$ cat src/hw/rtl/jpeg_marker_segment_parser_macros.svh
`ifndef JPEG_MARKER_SEGMENT_PARSER_MACROS_SVH
`define JPEG_MARKER_SEGMENT_PARSER_MACROS_SVH

// Clocked assertion with reset disable
`define JMSP_ASSERT(lbl, prop, msg) \
  lbl: assert property (@(posedge clk_i) disable iff (!rst_ni) (prop)) else $error(msg);

// Implication with the consequent checked in the next cycle
`define JMSP_ASSERT_NEXT(lbl, ante, cons, msg) \
  lbl: assert property (@(posedge clk_i) disable iff (!rst_ni) (ante) |=> (cons)) \
    else $error(msg);

`endif

$ cat src/hw/rtl/jmsp_pkg.sv
package jmsp_pkg;

  localparam logic [3:0] EvSegEnd    = 4'd0;
  localparam logic [3:0] EvFrame     = 4'd1;
  localparam logic [3:0] EvJfif      = 4'd2;
  localparam logic [3:0] EvComChar   = 4'd3;
  localparam logic [3:0] EvScanStart = 4'd4;
  localparam logic [3:0] EvNotJpeg   = 4'd5;
  localparam logic [3:0] EvEoi       = 4'd6;
  localparam logic [3:0] EvTruncated = 4'd7;
  localparam logic [3:0] EvBadLength = 4'd8;
  localparam logic [3:0] EvPadWarn   = 4'd9;

  localparam logic [7:0] MarkPrefix = 8'hFF;
  localparam logic [7:0] MarkSoi    = 8'hD8;
  localparam logic [7:0] MarkEoi    = 8'hD9;
  localparam logic [7:0] MarkSos    = 8'hDA;
  localparam logic [7:0] MarkApp0   = 8'hE0;
  localparam logic [7:0] MarkCom    = 8'hFE;

  localparam logic [7:0] ChLf    = 8'd10;
  localparam logic [7:0] ChCr    = 8'd13;
  localparam logic [7:0] ChTab   = 8'd9;
  localparam logic [7:0] ChSpace = 8'd32;
  localparam logic [7:0] ChQmark = 8'h3F;

  localparam logic [15:0] DefDensity = 16'd300;
  localparam logic [7:0]  DefUnits   = 8'd1;
  localparam logic [15:0] MinFrameLen = 16'd8;
  localparam logic [15:0] MinJfifLen  = 16'd16;
  localparam int          MaxRes      = 3;

  function automatic logic is_frame(input logic [7:0] m);
    return (m[7:4] == 4'hC) && (m != 8'hC4) && (m != 8'hC8) && (m != 8'hCC);
  endfunction

  function automatic logic [7:0] filt(input logic [7:0] b);
    return (b >= ChSpace || b == ChLf || b == ChTab) ? b : ChQmark;
  endfunction

endpackage

$ cat src/hw/rtl/jpeg_marker_segment_parser.sv
// JPEG marker segment parser.
// Input channel: one file byte per beat on data_byte_i, or an end-of-stream
// beat with stream_end_i high, handshaked by in_valid_i / in_ready_o.
// Output channel: result beats (event, marker, length, frame and JFIF fields,
// comment character) handshaked by out_valid_o / out_ready_i; last_of_run_o
// marks the final result caused by one input beat.
// Latency: the results of a beat appear the cycle after it is accepted.
// Throughput: one input beat per cycle while each gives at most one result and the
// receiver is ready; a beat giving more results holds the output until the three-entry
// result buffer has drained, one entry per cycle while the receiver is ready.
// The next input is accepted in the same cycle as the last result of the
// previous one is taken, so a beat with no result never stalls.
// When the receiver stalls, the buffer holds and input is stalled until the
// last buffered result is taken.
// Reset: parser expects the SOI pair, no results pending, comment extraction on.
// cfg_we_i writes the comment extraction enable from cfg_data_i at the clock edge.
module jpeg_marker_segment_parser #(
  parameter int MAX_COMMENT_LEN = 2000,
  parameter int PAD_WARN_LIMIT  = 10
) (
  input  logic        clk_i,
  input  logic        rst_ni,
  input  logic        cfg_we_i,
  input  logic        cfg_data_i,
  input  logic        in_valid_i,
  output logic        in_ready_o,
  input  logic [7:0]  data_byte_i,
  input  logic        stream_end_i,
  output logic        out_valid_o,
  input  logic        out_ready_i,
  output logic [3:0]  event_res_o,
  output logic [7:0]  marker_code_o,
  output logic [15:0] segment_length_o,
  output logic [15:0] image_width_o,
  output logic [15:0] image_height_o,
  output logic        is_color_o,
  output logic [7:0]  density_units_o,
  output logic [15:0] x_density_o,
  output logic [15:0] y_density_o,
  output logic [7:0]  comment_char_o,
  output logic        last_of_run_o
);

  `include "jpeg_marker_segment_parser_macros.svh"

  localparam logic [2:0] PhSoi1 = 3'd0;
  localparam logic [2:0] PhSoi2 = 3'd1;
  localparam logic [2:0] PhMark = 3'd2;
  localparam logic [2:0] PhLenH = 3'd3;
  localparam logic [2:0] PhLenL = 3'd4;
  localparam logic [2:0] PhBody = 3'd5;
  localparam logic [2:0] PhStop = 3'd6;

  localparam logic [15:0] ComLim = 16'(MAX_COMMENT_LEN);
  localparam logic [3:0]  PadLim = 4'(PAD_WARN_LIMIT);

  logic [2:0]  phase_q, phase_d;
  logic        prev_ff_q, prev_ff_d;
  logic [3:0]  pad_q, pad_d;
  logic [7:0]  marker_q, marker_d;
  logic [15:0] seg_len_q, seg_len_d;
  logic [15:0] seg_idx_q, seg_idx_d;
  logic        com_seen_q, com_seen_d;
  logic        cr_q, cr_d;
  logic        com_act_q, com_act_d;
  logic [15:0] width_q, width_d;
  logic [15:0] height_q, height_d;
  logic        color_q, color_d;
  logic [7:0]  units_q, units_d;
  logic [15:0] xden_q, xden_d;
  logic [15:0] yden_q, yden_d;
  logic        rd_meta_q;

  logic [3:0]  ev_v [jmsp_pkg::MaxRes];
  logic [7:0]  ch_v [jmsp_pkg::MaxRes];
  logic [1:0]  n_v;
  logic        done_v;
  logic        handled_v;
  logic [15:0] lim_v;
  logic [16:0] ip1_v;
  logic [15:0] len_v;

  logic [3:0]  ev_q [jmsp_pkg::MaxRes];
  logic [7:0]  ch_q [jmsp_pkg::MaxRes];
  logic [1:0]  cnt_q;
  logic [1:0]  idx_q;
  logic [7:0]  o_marker_q;
  logic [15:0] o_len_q, o_width_q, o_height_q, o_xden_q, o_yden_q;
  logic        o_color_q;
  logic [7:0]  o_units_q;

  logic in_acc, out_acc, last_res;

  assign out_valid_o = (cnt_q != 2'd0);
  assign last_res    = (idx_q == cnt_q - 2'd1);
  assign out_acc     = out_valid_o && out_ready_i;
  assign in_ready_o  = !out_valid_o || (last_res && out_ready_i);
  assign in_acc      = in_valid_i && in_ready_o;

  always_comb begin
    phase_d    = phase_q;
    prev_ff_d  = prev_ff_q;
    pad_d      = pad_q;
    marker_d   = marker_q;
    seg_len_d  = seg_len_q;
    seg_idx_d  = seg_idx_q;
    com_seen_d = com_seen_q;
    cr_d       = cr_q;
    com_act_d  = com_act_q;
    width_d    = width_q;
    height_d   = height_q;
    color_d    = color_q;
    units_d    = units_q;
    xden_d     = xden_q;
    yden_d     = yden_q;
    for (int k = 0; k < jmsp_pkg::MaxRes; k++) begin
      ev_v[k] = jmsp_pkg::EvSegEnd;
      ch_v[k] = 8'd0;
    end
    n_v       = 2'd0;
    done_v    = 1'b0;
    handled_v = 1'b0;
    lim_v     = (seg_len_q < ComLim) ? seg_len_q : ComLim;
    ip1_v     = {1'b0, seg_idx_q} + 17'd1;
    len_v     = {seg_len_q[15:8], data_byte_i};

    if (stream_end_i) begin
      if (phase_q == PhSoi1 || phase_q == PhSoi2) begin
        ev_v[n_v] = jmsp_pkg::EvNotJpeg; n_v = n_v + 2'd1;
      end else if (phase_q != PhStop) begin
        ev_v[n_v] = jmsp_pkg::EvTruncated; n_v = n_v + 2'd1;
      end
      phase_d    = PhSoi1;
      prev_ff_d  = 1'b0;
      pad_d      = 4'd0;
      marker_d   = 8'd0;
      seg_len_d  = 16'd0;
      seg_idx_d  = 16'd0;
      com_seen_d = 1'b0;
      cr_d       = 1'b0;
      com_act_d  = 1'b0;
      width_d    = 16'd0;
      height_d   = 16'd0;
      color_d    = 1'b0;
      units_d    = jmsp_pkg::DefUnits;
      xden_d     = jmsp_pkg::DefDensity;
      yden_d     = jmsp_pkg::DefDensity;
    end else begin
      case (phase_q)
        PhSoi1: begin
          if (data_byte_i == jmsp_pkg::MarkPrefix) begin
            phase_d = PhSoi2;
          end else begin
            ev_v[n_v] = jmsp_pkg::EvNotJpeg; n_v = n_v + 2'd1;
            phase_d = PhStop;
          end
        end
        PhSoi2: begin
          if (data_byte_i == jmsp_pkg::MarkSoi) begin
            units_d   = jmsp_pkg::DefUnits;
            xden_d    = jmsp_pkg::DefDensity;
            yden_d    = jmsp_pkg::DefDensity;
            prev_ff_d = 1'b0;
            pad_d     = 4'd0;
            phase_d   = PhMark;
          end else begin
            ev_v[n_v] = jmsp_pkg::EvNotJpeg; n_v = n_v + 2'd1;
            phase_d = PhStop;
          end
        end
        PhMark: begin
          if (data_byte_i != jmsp_pkg::MarkPrefix && prev_ff_q) begin
            marker_d  = data_byte_i;
            seg_len_d = 16'd0;
            seg_idx_d = 16'd0;
            if (pad_q > PadLim) begin
              ev_v[n_v] = jmsp_pkg::EvPadWarn; n_v = n_v + 2'd1;
            end
            pad_d     = 4'd0;
            prev_ff_d = 1'b0;
            if (data_byte_i == jmsp_pkg::MarkEoi) begin
              ev_v[n_v] = jmsp_pkg::EvEoi; n_v = n_v + 2'd1;
              phase_d = PhStop;
            end else begin
              phase_d = PhLenH;
            end
          end else begin
            if (pad_q != 4'hF) pad_d = pad_q + 4'd1;
            prev_ff_d = (data_byte_i == jmsp_pkg::MarkPrefix);
          end
        end
        PhLenH: begin
          seg_len_d = {data_byte_i, 8'd0};
          phase_d   = PhLenL;
        end
        PhLenL: begin
          seg_len_d = len_v;
          if (len_v < 16'd2) begin
            ev_v[n_v] = jmsp_pkg::EvBadLength; n_v = n_v + 2'd1;
            phase_d = PhStop;
          end else begin
            seg_idx_d = 16'd2;
            cr_d      = 1'b0;
            com_act_d = 1'b0;
            if (marker_q == jmsp_pkg::MarkCom && rd_meta_q && !com_seen_q) begin
              com_act_d  = 1'b1;
              com_seen_d = 1'b1;
            end
            phase_d = PhBody;
            if (len_v == 16'd2) done_v = 1'b1;
          end
        end
        PhBody: begin
          if (jmsp_pkg::is_frame(marker_q) && seg_len_q >= jmsp_pkg::MinFrameLen) begin
            case (seg_idx_q)
              16'd3:   height_d = {data_byte_i, height_q[7:0]};
              16'd4:   height_d = {height_q[15:8], data_byte_i};
              16'd5:   width_d  = {data_byte_i, width_q[7:0]};
              16'd6:   width_d  = {width_q[15:8], data_byte_i};
              16'd7:   color_d  = (data_byte_i == 8'd3);
              default: ;
            endcase
          end
          if (marker_q == jmsp_pkg::MarkApp0 && seg_len_q >= jmsp_pkg::MinJfifLen) begin
            case (seg_idx_q)
              16'd9:   units_d = data_byte_i;
              16'd10:  xden_d  = {data_byte_i, xden_q[7:0]};
              16'd11:  xden_d  = {xden_q[15:8], data_byte_i};
              16'd12:  yden_d  = {data_byte_i, yden_q[7:0]};
              16'd13:  yden_d  = {yden_q[15:8], data_byte_i};
              default: ;
            endcase
          end
          if (com_act_q && seg_idx_q < lim_v) begin
            if (cr_q) begin
              cr_d = 1'b0;
              if (data_byte_i == jmsp_pkg::ChLf) begin
                ev_v[n_v] = jmsp_pkg::EvComChar; ch_v[n_v] = jmsp_pkg::ChLf;
                n_v = n_v + 2'd1;
                handled_v = 1'b1;
              end else begin
                ev_v[n_v] = jmsp_pkg::EvComChar; ch_v[n_v] = jmsp_pkg::ChQmark;
                n_v = n_v + 2'd1;
              end
            end
            if (!handled_v) begin
              if (data_byte_i == jmsp_pkg::ChCr) begin
                if (ip1_v >= {1'b0, lim_v}) begin
                  ev_v[n_v] = jmsp_pkg::EvComChar; ch_v[n_v] = jmsp_pkg::ChQmark;
                  n_v = n_v + 2'd1;
                end else begin
                  cr_d = 1'b1;
                end
              end else begin
                ev_v[n_v] = jmsp_pkg::EvComChar; ch_v[n_v] = jmsp_pkg::filt(data_byte_i);
                n_v = n_v + 2'd1;
              end
            end
          end
          seg_idx_d = ip1_v[15:0];
          if (ip1_v >= {1'b0, seg_len_q}) done_v = 1'b1;
        end
        default: ;
      endcase

      if (done_v) begin
        if (marker_d == jmsp_pkg::MarkSos) begin
          ev_v[n_v] = jmsp_pkg::EvScanStart; n_v = n_v + 2'd1;
          phase_d = PhStop;
        end else begin
          if (jmsp_pkg::is_frame(marker_d) && seg_len_d >= jmsp_pkg::MinFrameLen) begin
            ev_v[n_v] = jmsp_pkg::EvFrame; n_v = n_v + 2'd1;
          end
          if (marker_d == jmsp_pkg::MarkApp0 && seg_len_d >= jmsp_pkg::MinJfifLen) begin
            ev_v[n_v] = jmsp_pkg::EvJfif; n_v = n_v + 2'd1;
          end
          ev_v[n_v] = jmsp_pkg::EvSegEnd; n_v = n_v + 2'd1;
          phase_d   = PhMark;
          prev_ff_d = 1'b0;
          pad_d     = 4'd0;
          com_act_d = 1'b0;
          cr_d      = 1'b0;
        end
      end
    end
  end

  always_ff @(posedge clk_i or negedge rst_ni) begin
    if (!rst_ni) begin
      phase_q    <= PhSoi1;
      prev_ff_q  <= 1'b0;
      pad_q      <= 4'd0;
      marker_q   <= 8'd0;
      seg_len_q  <= 16'd0;
      seg_idx_q  <= 16'd0;
      com_seen_q <= 1'b0;
      cr_q       <= 1'b0;
      com_act_q  <= 1'b0;
      width_q    <= 16'd0;
      height_q   <= 16'd0;
      color_q    <= 1'b0;
      units_q    <= jmsp_pkg::DefUnits;
      xden_q     <= jmsp_pkg::DefDensity;
      yden_q     <= jmsp_pkg::DefDensity;
      rd_meta_q  <= 1'b1;
      cnt_q      <= 2'd0;
      idx_q      <= 2'd0;
    end else begin
      if (cfg_we_i) rd_meta_q <= cfg_data_i;
      if (in_acc) begin
        phase_q    <= phase_d;
        prev_ff_q  <= prev_ff_d;
        pad_q      <= pad_d;
        marker_q   <= marker_d;
        seg_len_q  <= seg_len_d;
        seg_idx_q  <= seg_idx_d;
        com_seen_q <= com_seen_d;
        cr_q       <= cr_d;
        com_act_q  <= com_act_d;
        width_q    <= width_d;
        height_q   <= height_d;
        color_q    <= color_d;
        units_q    <= units_d;
        xden_q     <= xden_d;
        yden_q     <= yden_d;
        cnt_q      <= n_v;
        idx_q      <= 2'd0;
      end else if (out_acc) begin
        if (last_res) begin
          cnt_q <= 2'd0;
          idx_q <= 2'd0;
        end else begin
          idx_q <= idx_q + 2'd1;
        end
      end
    end
  end

  // hold the result snapshot; on end of stream the fields are taken before rearm
  always_ff @(posedge clk_i) begin
    if (in_acc) begin
      ev_q <= ev_v;
      ch_q <= ch_v;
      if (stream_end_i) begin
        o_marker_q <= marker_q;
        o_len_q    <= seg_len_q;
        o_width_q  <= width_q;
        o_height_q <= height_q;
        o_color_q  <= color_q;
        o_units_q  <= units_q;
        o_xden_q   <= xden_q;
        o_yden_q   <= yden_q;
      end else begin
        o_marker_q <= marker_d;
        o_len_q    <= seg_len_d;
        o_width_q  <= width_d;
        o_height_q <= height_d;
        o_color_q  <= color_d;
        o_units_q  <= units_d;
        o_xden_q   <= xden_d;
        o_yden_q   <= yden_d;
      end
    end
  end

  assign event_res_o      = ev_q[idx_q];
  assign comment_char_o   = ch_q[idx_q];
  assign last_of_run_o    = last_res;
  assign marker_code_o    = o_marker_q;
  assign segment_length_o = o_len_q;
  assign image_width_o    = o_width_q;
  assign image_height_o   = o_height_q;
  assign is_color_o       = o_color_q;
  assign density_units_o  = o_units_q;
  assign x_density_o      = o_xden_q;
  assign y_density_o      = o_yden_q;

  `JMSP_ASSERT(a_idx_in_range, (cnt_q == 2'd0) || (idx_q < cnt_q), "result index past count")
  `JMSP_ASSERT_NEXT(a_stop_silent,
    in_acc && !stream_end_i && (phase_q == PhStop), cnt_q == 2'd0,
    "stopped parser produced a result")
  `JMSP_ASSERT_NEXT(a_end_rearms, in_acc && stream_end_i,
    (phase_q == PhSoi1) && (cnt_q <= 2'd1), "end of stream did not rearm")
  `JMSP_ASSERT(a_cr_only_in_comment, !cr_q || com_act_q, "CR pending outside comment")

endmodule

$ cat config.mk
export PLATFORM = sky130hd
export DESIGN_NAME = jpeg_marker_segment_parser
export DESIGN_NICKNAME = d
export VERILOG_FILES = /design/src/hw/rtl/jmsp_pkg.sv /design/src/hw/rtl/jpeg_marker_segment_parser.sv
export VERILOG_INCLUDE_DIRS = /design/src /design/src/hw/rtl
export SDC_FILE = /design/constraint.sdc
export NUM_CORES = 1
export LEC_CHECK = 0
export CAP_MARGIN = 30
export CORE_UTILIZATION = 45
export CTS_CLUSTER_SIZE = 14
export DETAILED_ROUTE_END_ITERATION = 8
export DONT_BUFFER_PORTS = 1
export GPL_ROUTABILITY_DRIVEN = 0
export GPL_TIMING_DRIVEN = 0
export PLACE_DENSITY = 0.67
export SYNTH_ARGS = -nofsm -noshare
export SYNTH_HDL_FRONTEND = slang
export SYNTH_SLANG_ARGS = --single-unit
$ cat constraint.sdc
create_clock -name clk_i -period 6.15 [get_ports clk_i]
set_clock_uncertainty 0.15 [all_clocks]
set_input_delay 0.9225 -clock clk_i [delete_from_list [all_inputs] [get_ports clk_i]]
set_output_delay 0.9225 -clock clk_i [all_outputs]
set_load 0.01 [all_outputs]
## Yosys cells after proc, flatten, opt, wreduce, memory -nomap -nowiden

Cells that the tools add are included.

- $add $sub $neg: 9
- Magnitude comparators: 22
- Equality and inequality tests: 43
- Muxes and demuxes: 199
- Bitwise operators: 28
- Reductions and logical operators: 42

Operators with widths:

| operator | count |
|---|---|
| $mux W16 | 24 |
| $mux W12 | 16 |
| $pmux W16 S2 | 6 |
| $mux W8 | 18 |
| $pmux W16 S3 | 2 |
| $mux W4 | 23 |
| $eq A16 B4 Y1 const B | 5 |
| $mux W24 | 3 |
| $eq A16 B3 Y1 const B | 4 |
| $mux W2 | 32 |
| $eq A8 B8 Y1 const B | 7 |
| $ne A8 B8 Y1 const B | 7 |
| $mux W1 | 44 |
| $demux W4 S2 | 5 |
| $ge A17 B16 Y1 | 2 |
| $mux W3 | 11 |
| $eq A16 B2 Y1 const B | 2 |
| $ge A16 B4 Y1 const B | 2 |
| $ge A16 B5 Y1 const B | 2 |
| $pmux W8 S2 | 2 |
| $and A9 B9 Y9 | 3 |
| $not A9 Y9 | 3 |
| $bwmux W24 | 1 |
| $eq A8 B4 Y1 const B | 3 |
| other kinds (50) | 116 |

- Register bits after elaboration: 262
- Input port bits: 15
- Output and inout bits: 112

## Longest topological paths before layout

- Word-level depth: 34
- Depth in mapped cells: 28
- Depth with buffers taken out: 26

## Worst setup path after synthesis

Ideal clock, no wire load.

- Path kind: reg-to-reg
- From: register seg_idx_q[0]
- To: register ev_q[8] (netlist name) (data pin)
- Library setup time: 273 ps
- Data arrival time: 5208 ps
- Data required time: 5727 ps
- Slack: 519 ps
- Stages on the path, launching flop included: 26
- Period minus slack after synthesis: 5631 ps
- Path through: dfrtp_1 -> ha_1 -> clkbuf_1 -> nand2_1 -> xnor2_1 -> ha_1 -> a21o_1 -> a21o_1 -> a21o_1 -> a211o_1 -> a21o_1 -> a221o_1 -> inv_1 -> ha_1 -> nor2_1 -> o21ai_0 -> a21o_1 -> buf_2 -> ha_1 -> mux2_2 -> ha_1 -> mux2_2 -> ha_1 -> a211oi_1 -> a2111oi_0 -> a211oi_1

RTL lines:

| item | line | source |
|---|---|---|
| from (decl) | jpeg_marker_segment_parser.sv:62 | `logic [15:0] seg_idx_q, seg_idx_d;` |
| from (signal assigned) | jpeg_marker_segment_parser.sv:316 | `seg_idx_q <= seg_idx_d;` |
| to (signal assigned) | jpeg_marker_segment_parser.sv:342 | `ev_q <= ev_v;` |
| to (decl) | jpeg_marker_segment_parser.sv:83 | `logic [3:0] ev_q [jmsp_pkg::MaxRes];` |

==> results.md <==
- Max Slew Vio Count: 0
- TritonCTS clock tree: yes
- Max-slew headroom at the worst pin: 0.2834
- Post-route worst setup slack: 0.2225 ns
- Placed cell areas: 14480 µm²
- Critical path type: reg2reg
- Commonest non-fill, non-tap cells in the layout: sky130_fd_sc_hd__edfxtp_1, sky130_fd_sc_hd__nand2_1, sky130_fd_sc_hd__dfrtp_1, sky130_fd_sc_hd__nor2_1, sky130_fd_sc_hd__a22o_1
- Final sum of negative setup slack: 0 ns
- Clock tree sinks: 252
- Cell area power density: 376.8 nW/µm²
- DR iter-0 viols: 1474
- Multi-input gate area in the final layout: 6699 µm²
- Cell Count, Final, Fillers Out: 1807
- Row count: 64
- Finished layout cell area: 15730 µm²
- Sequential cell area: 6944 µm²
- CORE AREA: 30510 µm²
- CP max stage delay: 0.48 ns
- Most used flip-flop cell after synthesis: sky130_fd_sc_hd__edfxtp_1
- Highest clock rate: 168.7 MHz
- Effective utilization at floorplan: 0.4562
- Startpoint types: flip-flop
- Post-synthesis sequential element count: 252
- Die Area: 31640 µm²
- Post-synth EDFFs: 123
- DRC viols: 0
- Endpoint kind of the worst setup timing path: flip-flop
- Number of iterations in the first detailed-routing pass: 6
- Final period util: 0.9638
- Number of antenna violations at the first check in global routing: 0
- Post-layout power: 5.928 mW
- Final setup vio count: 0
- Measured slew at the worst slew-check pin: 1.067 ns
- Cell seen most often among critical-path stages: sky130_fd_sc_hd__ha_1
- Buffer cell driving the clock tree root: sky130_fd_sc_hd__clkbuf_16
- # placed instances: 1739
- Number of global-route vias before repair: 11001
- Setup slack of the worst register-to-register path: 0.22 ns
- Portion of synthesized cell area occupied by the leading cell type: 0.2653
- Area growth syn-to-layout: 13.02%
- Crit-path slowest cell: sky130_fd_sc_hd__dfrtp_1
- Yosys cell types: 91
- Detail-routed net length per standard cell: 23.71 µm
- Detailed placer's ending HPWL: 29.78 mm
- Total global routing overflow: 0
- Synthesized area per cell: 10.44 µm²
- Total of fill cells in the finished design: 2670
- Max cap viols: 0
- Global-route wire length before repair: 65.08 mm
- Area of the mapped netlist: 13920 µm²
- Cell type with the largest total area after synthesis: sky130_fd_sc_hd__edfxtp_1
- Synthesized netlist cell count: 1333
- Async set-reset flop share out of synthesis: 0.5119
- Via count of the routed design: 11585
- Number of buffer cells added on primary ports: 0
- Total count of hold-check failures in the final report: 0
- Run status: finished clean
- Buffer depth of the longest clock path: 3
- Overall routed net length: 42.84 mm
- Leading post-synthesis cells by cell area: sky130_fd_sc_hd__edfxtp_1, sky130_fd_sc_hd__dfrtp_1, sky130_fd_sc_hd__ha_1
- Deepest level of the CTS H-tree: 1
- Time the final worst path needs with I/O delays and setup: 5.927 ns
- Fraction of layout cells with a size suffix above 1: 0.1305
- Width of the die: 177.9 µm
- CP Buf/Inv Count: 2
- Sequential element share of the synthesized area: 0.4982
- Critical Path AT: 6.05 ns
- Floorplan die height: 177.9 µm
- Yosys warnings: 0
- Min-delay worst type: in2async
- Peak supply drop: 0.1814 mV
- GRT Total Usage: 0.2703
- IO Count: 127
- Cts bufs inserted: 27
- Family of cells with the greatest summed delay on the critical path: compound AO/OA/AOI/OAI gates
- Clock-pin slew of the registers on the worst-case setup and hold paths: 0.07 ns
- Pre-CTS worst setup slack: -0.5332 ns
- Mean number of vias per cell: 6.411
- Maximum fanout count along the critical path: 7
- Worst EP required: 6.28 ns
- Cell leakage power: 6.348 nW
- Clock network latency to the later pin of the worst-skew pair: 0.54 ns
- Final-stage net count: 1473
- Antenna violation net count after detailed routing: 0
- Most frequent standard cell in the layout excluding fill and tap cells: sky130_fd_sc_hd__edfxtp_1
- Pin count of the biggest net entering global routing: 120
## metrics by stage
step | util | hold slack (ns)
after detailed placement | 0.4747 | 0.3285
after global routing | 0.5155 | 0.05798
after global placement | 0.4736 | 0.3139
after floorplan | - | 0.2984
after CTS | 0.5086 | 0.05916
final | 0.5156 | 0.08325
## synth_stat cells (4+ instances only)
master,instances
sky130_fd_sc_hd__o211ai_1,8
sky130_fd_sc_hd__a22o_1,92
sky130_fd_sc_hd__o21ai_1,9
sky130_fd_sc_hd__dfstp_2,10
sky130_fd_sc_hd__buf_2,13
sky130_fd_sc_hd__mux2_2,26
sky130_fd_sc_hd__clkbuf_1,60
sky130_fd_sc_hd__a32o_1,13
sky130_fd_sc_hd__nand2b_1,7
sky130_fd_sc_hd__xor2_1,6
sky130_fd_sc_hd__a22oi_1,43
sky130_fd_sc_hd__nor3_1,13
sky130_fd_sc_hd__o41ai_1,4
sky130_fd_sc_hd__a31oi_1,10
sky130_fd_sc_hd__nand3_1,25
sky130_fd_sc_hd__o21bai_1,4
sky130_fd_sc_hd__a211o_1,4
sky130_fd_sc_hd__inv_1,46
sky130_fd_sc_hd__nor2b_1,12
sky130_fd_sc_hd__a21o_1,12
sky130_fd_sc_hd__nor3_2,6
sky130_fd_sc_hd__nor3b_1,5
sky130_fd_sc_hd__o22ai_1,7
sky130_fd_sc_hd__dfrtp_1,119
sky130_fd_sc_hd__nor2_2,4
sky130_fd_sc_hd__nor2_1,112
sky130_fd_sc_hd__nand4_1,13
sky130_fd_sc_hd__nor4_1,7
sky130_fd_sc_hd__and2_1,12
sky130_fd_sc_hd__or3_1,17
sky130_fd_sc_hd__a21oi_1,70
sky130_fd_sc_hd__xnor2_1,14
sky130_fd_sc_hd__buf_1,4
sky130_fd_sc_hd__o31ai_1,9
sky130_fd_sc_hd__mux2i_1,15
sky130_fd_sc_hd__o21ai_0,91
sky130_fd_sc_hd__ha_1,68
sky130_fd_sc_hd__edfxtp_1,123
sky130_fd_sc_hd__and3_1,11
sky130_fd_sc_hd__nand3b_1,5
sky130_fd_sc_hd__nand2_1,120
sky130_fd_sc_hd__a211oi_1,6
sky130_fd_sc_hd__or2_2,7
## timing repair
| action | 4_1_cts | 5_1_grt |
|---|---|---|
| endpoints found under the hold margin | 119 | 0 |
| pin swaps | 4 | 10 |
| setup buffers | 4 | 14 |
| resized for setup | 15 | 32 |
| hold buffers | 1 | 0 |
| setup endpoints to repair | 7 | 6 |
## where the power goes
part	total, mW	leakage (nW)	switching (mW)	internal (mW)
combinational	1.82	3.00	1.21	0.609
clock	1.67	0.439	0.701	0.965
sequential	2.44	2.91	0.291	2.15
total	5.93	6.35	2.20	3.73
## layer usage
layer  up-vias  track usage  routed length, µm  share of wire
met5         -            0                  0              0
met4         0       0.1165               1924          0.045
met3       137      0.06448               4152          0.097
met2       611       0.4269              19620           0.46
met1      5715       0.3525              17140           0.40
li1       5122            -                  -              -
## registers in the layout (all words and copies together), names as in the netlist, 2 cells and up
signal	count
pad_q	4
height_q	16
idx_q	2
seg_len_q	16
width_q	16
image_height_o	16
ev_q	10
x_density_o	16
segment_length_o	16
density_units_o	8
image_width_o	16
cnt_q	2
phase_q	3
y_density_o	16
units_q	8
ch_q	16
yden_q	16
xden_q	16
marker_code_o	8
seg_idx_q	16
marker_q	8
## cell type report
type                            instances  area share
Antenna cell                            1   0.0001591
Buffer                                 78     0.02092
Clock buffer                           33     0.04565
Clock inverter                         16     0.01137
Inverter                               47     0.01121
Multi-Input combinational cell        964      0.4258
Sequential cell                       252      0.4414
Tap cell                              396     0.03150
Timing Repair Buffer                   20     0.01193
## final timing paths
| kind | start | end | cells after the start |
|---|---|---|---|
| setup / recovery | seg_len_q[4] | ev_q[8] | 25 |
| hold / removal | rst_ni | units_q[0] | 0 |
| setup reg to reg | seg_len_q[4] | ev_q[8] | 25 |
| hold reg to reg | units_q[2] | units_q[2] | 2 |
| max in group asynchronous | rst_ni | height_q[6] | 1 |
| min in group clk_i | in_valid_i | idx_q[0] | 1 |
## logic make-up after synthesis
kind of cell	Yosys count	synth area share
fa+ha+maj	68	0.06112
compound gates	418	0.2129
xor+xnor	20	0.01258
other cells	1	0.0002694
simple gates	407	0.1474
mux	41	0.03182
buf+inv	126	0.03568
flops	252	0.4982
No activity file was read; power rests on OpenSTA's default activity.
